## config.mk

```make
export PLATFORM = sky130hd
export DESIGN_NAME = chash_ctrl
export DESIGN_NICKNAME = d
export VERILOG_FILES = /design/src/hdl/chash_pkg.sv /design/src/hdl/chash_ctrl.sv
export SDC_FILE = /design/constraint.sdc
export NUM_CORES = 1
export LEC_CHECK = 0
export BUFFER_PORTS_ARGS = -buffer_cell sky130_fd_sc_hd__buf_2
export CAP_MARGIN = 20
export CORE_MARGIN = 2
export CORE_UTILIZATION = 40
export CTS_BUF_LIST = sky130_fd_sc_hd__clkbuf_16
export DETAILED_ROUTE_END_ITERATION = 12
export PLACE_DENSITY = 0.83
export SYNTH_ARGS = -nofsm -noshare
export SYNTH_HDL_FRONTEND = slang
export SYNTH_SLANG_ARGS = --single-unit
```

## constraint.sdc

```tcl
create_clock -name clk -period 3.6 [get_ports clk]
set_input_delay 0.54 -clock clk [delete_from_list [all_inputs] [get_ports clk]]
set_output_delay 0.54 -clock clk [all_outputs]
set_load 0.005 [all_outputs]
```

## src/hdl/chash_pkg.sv

```systemverilog
// Shared types, constants and controller/datapath interfaces for the coalesced hash table.
`timescale 1ns / 1ps

package chash_pkg;

    localparam int SLOTS_DEFAULT    = 1024;
    localparam int KEY_BITS_DEFAULT = 31;

    localparam int KEY_W    = KEY_BITS_DEFAULT;
    localparam int SLOT_W   = $clog2(SLOTS_DEFAULT);
    localparam int SIZE_W   = SLOT_W + 1;
    localparam int PROBES_W = $clog2(SLOTS_DEFAULT + 1);

    localparam logic [SIZE_W-1:0] TSIZE_RESET = SIZE_W'(SLOTS_DEFAULT);

    typedef enum logic
    {
        OP_INSERT = 1'b0,
        OP_LOOKUP = 1'b1
    } op_t;

    typedef enum logic [1:0]
    {
        ST_INSERTED  = 2'd0,
        ST_FULL      = 2'd1,
        ST_FOUND     = 2'd2,
        ST_NOT_FOUND = 2'd3
    } status_t;

    typedef struct packed
    {
        op_t               opcode;
        logic [KEY_W-1:0]  key;
    } item_t;

    typedef struct packed
    {
        status_t             status;
        logic [PROBES_W-1:0] probes;
        logic [SLOT_W-1:0]   slot;
    } result_t;

    typedef enum logic [1:0]
    {
        ADDR_CLR,
        ADDR_IDX,
        ADDR_SCAN,
        ADDR_FREE
    } addr_sel_t;

    typedef enum logic [1:0]
    {
        SLOT_NONE,
        SLOT_IDX,
        SLOT_FREE
    } slot_sel_t;

    typedef struct packed
    {
        logic      accept;
        logic      load_home;
        logic      cnt_clr;
        logic      follow;
        addr_sel_t addr_sel;
        logic      clr_step;
        logic      wr_new;
        logic      new_null;
        logic      wr_link;
        logic      scan_start;
        logic      scan_step;
        logic      take_free;
        logic      emit;
        status_t   emit_status;
        slot_sel_t slot_sel;
    } dp_cmd_t;

    typedef struct packed
    {
        logic clr_last;
        logic rem_done;
        logic is_lookup;
        logic used;
        logic match;
        logic link_ok;
        logic chk_free;
        logic chk_last;
    } dp_stat_t;

endpackage

```

## src/hdl/chash_ctrl.sv

```systemverilog
// Controller: sequences clearing, home hashing, free-slot scan, chain walks and result beats.
`timescale 1ns / 1ps

module chash_ctrl (
    input  logic                 clk,
    input  logic                 rst_n,
    input  logic                 start,
    output logic                 busy,
    input  chash_pkg::dp_stat_t  stat,
    output chash_pkg::dp_cmd_t   cmd
);

    typedef enum logic [3:0]
    {
        S_CLEAR,
        S_IDLE,
        S_DIV,
        S_HOME_RD,
        S_HOME_CHK,
        S_SCAN,
        S_FILL,
        S_WALK_RD,
        S_WALK_CHK
    } state_t;

    state_t state_reg;
    state_t state_next;
    logic   busy_reg;
    logic   busy_next;

    always_comb
    begin
        state_next      = state_reg;
        busy_next       = busy_reg;
        cmd             = '0;
        cmd.addr_sel    = chash_pkg::ADDR_IDX;
        cmd.emit_status = chash_pkg::ST_INSERTED;
        cmd.slot_sel    = chash_pkg::SLOT_NONE;
        case (state_reg)
            S_CLEAR:
            begin
                cmd.addr_sel = chash_pkg::ADDR_CLR;
                cmd.clr_step = 1'b1;
                if (stat.clr_last)
                begin
                    state_next = S_IDLE;
                    busy_next  = 1'b0;
                end
            end
            S_IDLE:
            begin
                if (start)
                begin
                    cmd.accept = 1'b1;
                    state_next = S_DIV;
                    busy_next  = 1'b1;
                end
            end
            S_DIV:
            begin
                if (stat.rem_done)
                begin
                    cmd.load_home = 1'b1;
                    state_next    = S_HOME_RD;
                end
            end
            S_HOME_RD:
            begin
                state_next = S_HOME_CHK;
            end
            S_HOME_CHK:
            begin
                if (stat.is_lookup)
                begin
                    if (stat.match)
                    begin
                        cmd.emit        = 1'b1;
                        cmd.emit_status = chash_pkg::ST_FOUND;
                        cmd.slot_sel    = chash_pkg::SLOT_IDX;
                        state_next      = S_IDLE;
                        busy_next       = 1'b0;
                    end
                    else if (!stat.link_ok)
                    begin
                        cmd.emit        = 1'b1;
                        cmd.emit_status = chash_pkg::ST_NOT_FOUND;
                        state_next      = S_IDLE;
                        busy_next       = 1'b0;
                    end
                    else
                    begin
                        cmd.follow = 1'b1;
                        state_next = S_HOME_RD;
                    end
                end
                else if (!stat.used)
                begin
                    cmd.wr_new      = 1'b1;
                    cmd.emit        = 1'b1;
                    cmd.emit_status = chash_pkg::ST_INSERTED;
                    cmd.slot_sel    = chash_pkg::SLOT_IDX;
                    state_next      = S_IDLE;
                    busy_next       = 1'b0;
                end
                else
                begin
                    cmd.scan_start = 1'b1;
                    state_next     = S_SCAN;
                end
            end
            S_SCAN:
            begin
                cmd.addr_sel  = chash_pkg::ADDR_SCAN;
                cmd.scan_step = 1'b1;
                if (stat.chk_free)
                begin
                    cmd.take_free = 1'b1;
                    state_next    = S_FILL;
                end
                else if (stat.chk_last)
                begin
                    cmd.emit        = 1'b1;
                    cmd.emit_status = chash_pkg::ST_FULL;
                    state_next      = S_IDLE;
                    busy_next       = 1'b0;
                end
            end
            S_FILL:
            begin
                cmd.addr_sel = chash_pkg::ADDR_FREE;
                cmd.wr_new   = 1'b1;
                cmd.new_null = 1'b1;
                cmd.cnt_clr  = 1'b1;
                state_next   = S_WALK_RD;
            end
            S_WALK_RD:
            begin
                state_next = S_WALK_CHK;
            end
            S_WALK_CHK:
            begin
                if (stat.link_ok)
                begin
                    cmd.follow = 1'b1;
                    state_next = S_WALK_RD;
                end
                else
                begin
                    cmd.wr_link     = 1'b1;
                    cmd.emit        = 1'b1;
                    cmd.emit_status = chash_pkg::ST_INSERTED;
                    cmd.slot_sel    = chash_pkg::SLOT_FREE;
                    state_next      = S_IDLE;
                    busy_next       = 1'b0;
                end
            end
            default:
            begin
                state_next = S_IDLE;
                busy_next  = 1'b0;
            end
        endcase
    end

    always_ff @(posedge clk or negedge rst_n)
    begin
        if (!rst_n)
        begin
            state_reg <= S_CLEAR;
            busy_reg  <= 1'b1;
        end
        else
        begin
            state_reg <= state_next;
            busy_reg  <= busy_next;
        end
    end

    assign busy = busy_reg;

endmodule

```

==> results.md <==
- The overall track demand over capacity in global routing is 0.2027.
- The share of the Yosys chip area taken by registers is 0.2225.
- The synthesized flop and latch total is 5.
- The smallest clock period supported by the final layout is computed as 2.510 ns.
- The vertical die dimension is 41.69 um.
- The count of antenna-violating nets left after detailed routing is 0.
- CTS built an H-tree with a depth of 1.
- The power density relative to cell area is 706.7 nW/um2.
- The fraction of final layout cells with drive strength greater than 1 is 0.3558.
- Ranked by total cell area, the synthesized netlist is headed by dfrtp_1, nor3_1, dfstp_2.
- The number of nets produced by synthesis is 90.
- The floorplan step set the die width to 41.69 um.
- The overall die area is 1738 um2.
- The number of distinct standard cells referenced by the synthesized netlist is 30.
- The boundary pin count is 30.
- Setup repair after global routing left no endpoint under its margin.
- The worst path required time is 3.06 ns.
- The maximum clock frequency is 398.3 MHz.
- The type of origin of the critical path is a flip-flop.
- Clock tree synthesis inserted a total of 3 buffers.
- The layer flagged by global routing as most heavily used is met2.
- Using the TritonRoute via totals, the vias-per-cell ratio works out to 6.025.
- The critical path endpoint category is an output pin.
- Hold is met by 0.1189 ns.
- After clock tree synthesis, the clock-pin slew on the worst setup and hold paths is 0.03 ns.
- The slack of the worst reg-to-reg path is 1.72 ns.
- After clock tree synthesis, the flow added hold-fix buffers numbering 0.
- The number of flops mapped to enable cells by yosys is 0.
- The critical path is of the reg2out type.
- The clock sink count is 5.
- The net total in the final layout is 116.
- For met2 alone, demand over resource in global routing was 0.2844.
- The number of detailed-route iterations in the first pass is 4.
- The met3 routing resource usage after global routing is 0.06957.
- The count of standard-cell rows is 13.
- The most frequent cell after synthesis is nor3_1.
- The maximum vdd ir drop is 0.3729 mV.
- The pin count of the biggest net entering global routing is 19.
- The mean routed wirelength per cell is 13.82 um.
- The clock root buffer master is clkbuf_16.
- After the first detailed-routing iteration, the DRC count stood at 21.
- Dividing the final minimum period by the clock period gives 0.6973.
- The synthesized area per cell is 7.190 um2.
- Post-CTS timing repair inserted 0 buffers for setup.
- The share of synthesized area in the top cell type comes to 0.1762.
- The analysis attributes to cell leakage a power of 0.3950 nW.
- Summed over all nets, the half-perimeter wirelength after detailed placement is 1.175 mm.
- In this run the worst hold path is classified as in2async.
- The flow ran to the end, and the final reports show no timing, DRC or antenna violations.
- The global routing met1 resource utilization is 0.2459.
- The commonest cells after synthesis are nor3_1, nand2_1, nor2_1.
- The clock tree from TritonCTS is yes.
- Clock latency on the worst-skew pair, taken at its later pin, is 0.23 ns.
- dfrtp_1 takes more of the synthesized area than any other cell.
- The via count of the first global-routing pass is 594.
- The routed wire length is 1.645 mm.
- 0 antenna diodes ended up in the layout.
- The number of antenna violations at the first check in global routing is 0.
- The final hold violation count came to 0.
- The register with the most flip-flops in the layout has 4 of them.
- The number of design rule violations left after detail routing is 0.
- The post-cts repair resize count is 0.
- The overall overflow remaining after global route is 0.
- After synthesis the cells add up to 568.0 um2.
- The number of warnings issued by yosys is 0.
- Max-cap violations in this run came to 0.
- For the final routed database, the setup TNS stands at 0 ns.
- The global-route wire length before repair is 2.635 mm.
- The transition at the pin with the smallest max-transition slack is 0.5489 ns.
- The count of buffers added on input and output ports is 29.
- Of all flip-flops after synthesis, the portion carrying an async set or reset was 1.000.
- The final number of max-transition violations is 0.
- Compared with the post-synthesis result, the final layout area differs by 35.24%.
- The final weighted congestion in routability-driven placement is 0.8806.
- The placeable core area is 1318 um2.
- The clock arrives with 0.003466 ns of skew.
- For the worst setup path, the data arrival time is 1.97 ns.
- Across all layers, the routed design uses 717 vias.
- Setup violations remaining at the end of the flow were counted as 0.
- The maximum fanout along the worst path is 18.
- Counting along the longest clock path gives a buffer depth of 2.
- Synthesis handed over a netlist of 79 instances.
- The initial utilization of the core area, before any placement, comes to 0.4311.
- In this run the tightest slew margin relative to its limit is 0.6289.
- The most used flip-flop cell after synthesis is dfrtp_1.
-- worst paths after layout --
path                                endpoint  cells after the start    startpoint
min in group clk                        busy                      2          busy
worst min register to register          busy                      2          busy
max in group asynchronous               busy                      1         rst_n
worst max-delay path                  cmd[4]                      4  state_reg[2]
worst max register to register  state_reg[1]                      4  state_reg[2]
worst min-delay path            state_reg[2]                      1         rst_n
-- logic make-up (layout without fill, tap and decap cells) --
family          count (synthesis)  count (layout)  share of synthesized area
compound gates                 20              20                     0.2313
buf+inv                        14              39                     0.1145
flops                           5               5                     0.2225
simple gates                   40              40                     0.4317
-- worst max-delay path, cell delays in order, from the launching register on --
cell     delay, ns
dfrtp_1       0.63
or4b_1        0.63
nor3b_2       0.26
a211o_1       0.12
buf_2         0.10
-- cell type report --
class	count	area (um2)
fillers	119	549.3
multi-input cells	60	376.6
repair buffers	29	145.1
flip-flops and latches	5	126.4
clock buffers	3	75.07
inverters	6	22.52
well taps	15	18.77
clock inverters	1	3.754
-- routing by layer --
metal,wire length (um),up-vias
met4,58,0
met5,0,-
li1,-,340
met2,793,29
met3,114,6
met1,678,342
-- where the power goes --
part	total, mW	switching (mW)	internal [mW]
clock	0.181	0.0372	0.144
sequential	0.134	0.0562	0.0780
combinational	0.228	0.118	0.110
-- per-stage QoR --
stage	worst slack (ns)	utilization	instances	instance area, um2	power (mW)
global route	0.9955	0.5831	119	768.2	0.5832
global placement	1.428	0.5233	115	689.4	0.3520
detailed placement	1.364	0.5233	115	689.4	0.3592
CTS	1.110	0.5831	119	768.2	0.5473
floorplan	1.650	-	79	568.0	0.2891
finish	1.090	0.5831	119	768.2	0.5429
-- cell usage in the layout (no fill, tap or decap), types with 3 or more instances in the layout --
master	count
a21oi_1	4
nand2_1	6
nor3_1	7
inv_1	6
dfrtp_1	4
o21ai_0	5
nand2b_1	4
o31ai_1	3
nor2_1	6
buf_2	29
clkbuf_16	3
nor2b_1	4
No activity file was read; power rests on OpenSTA's default activity.
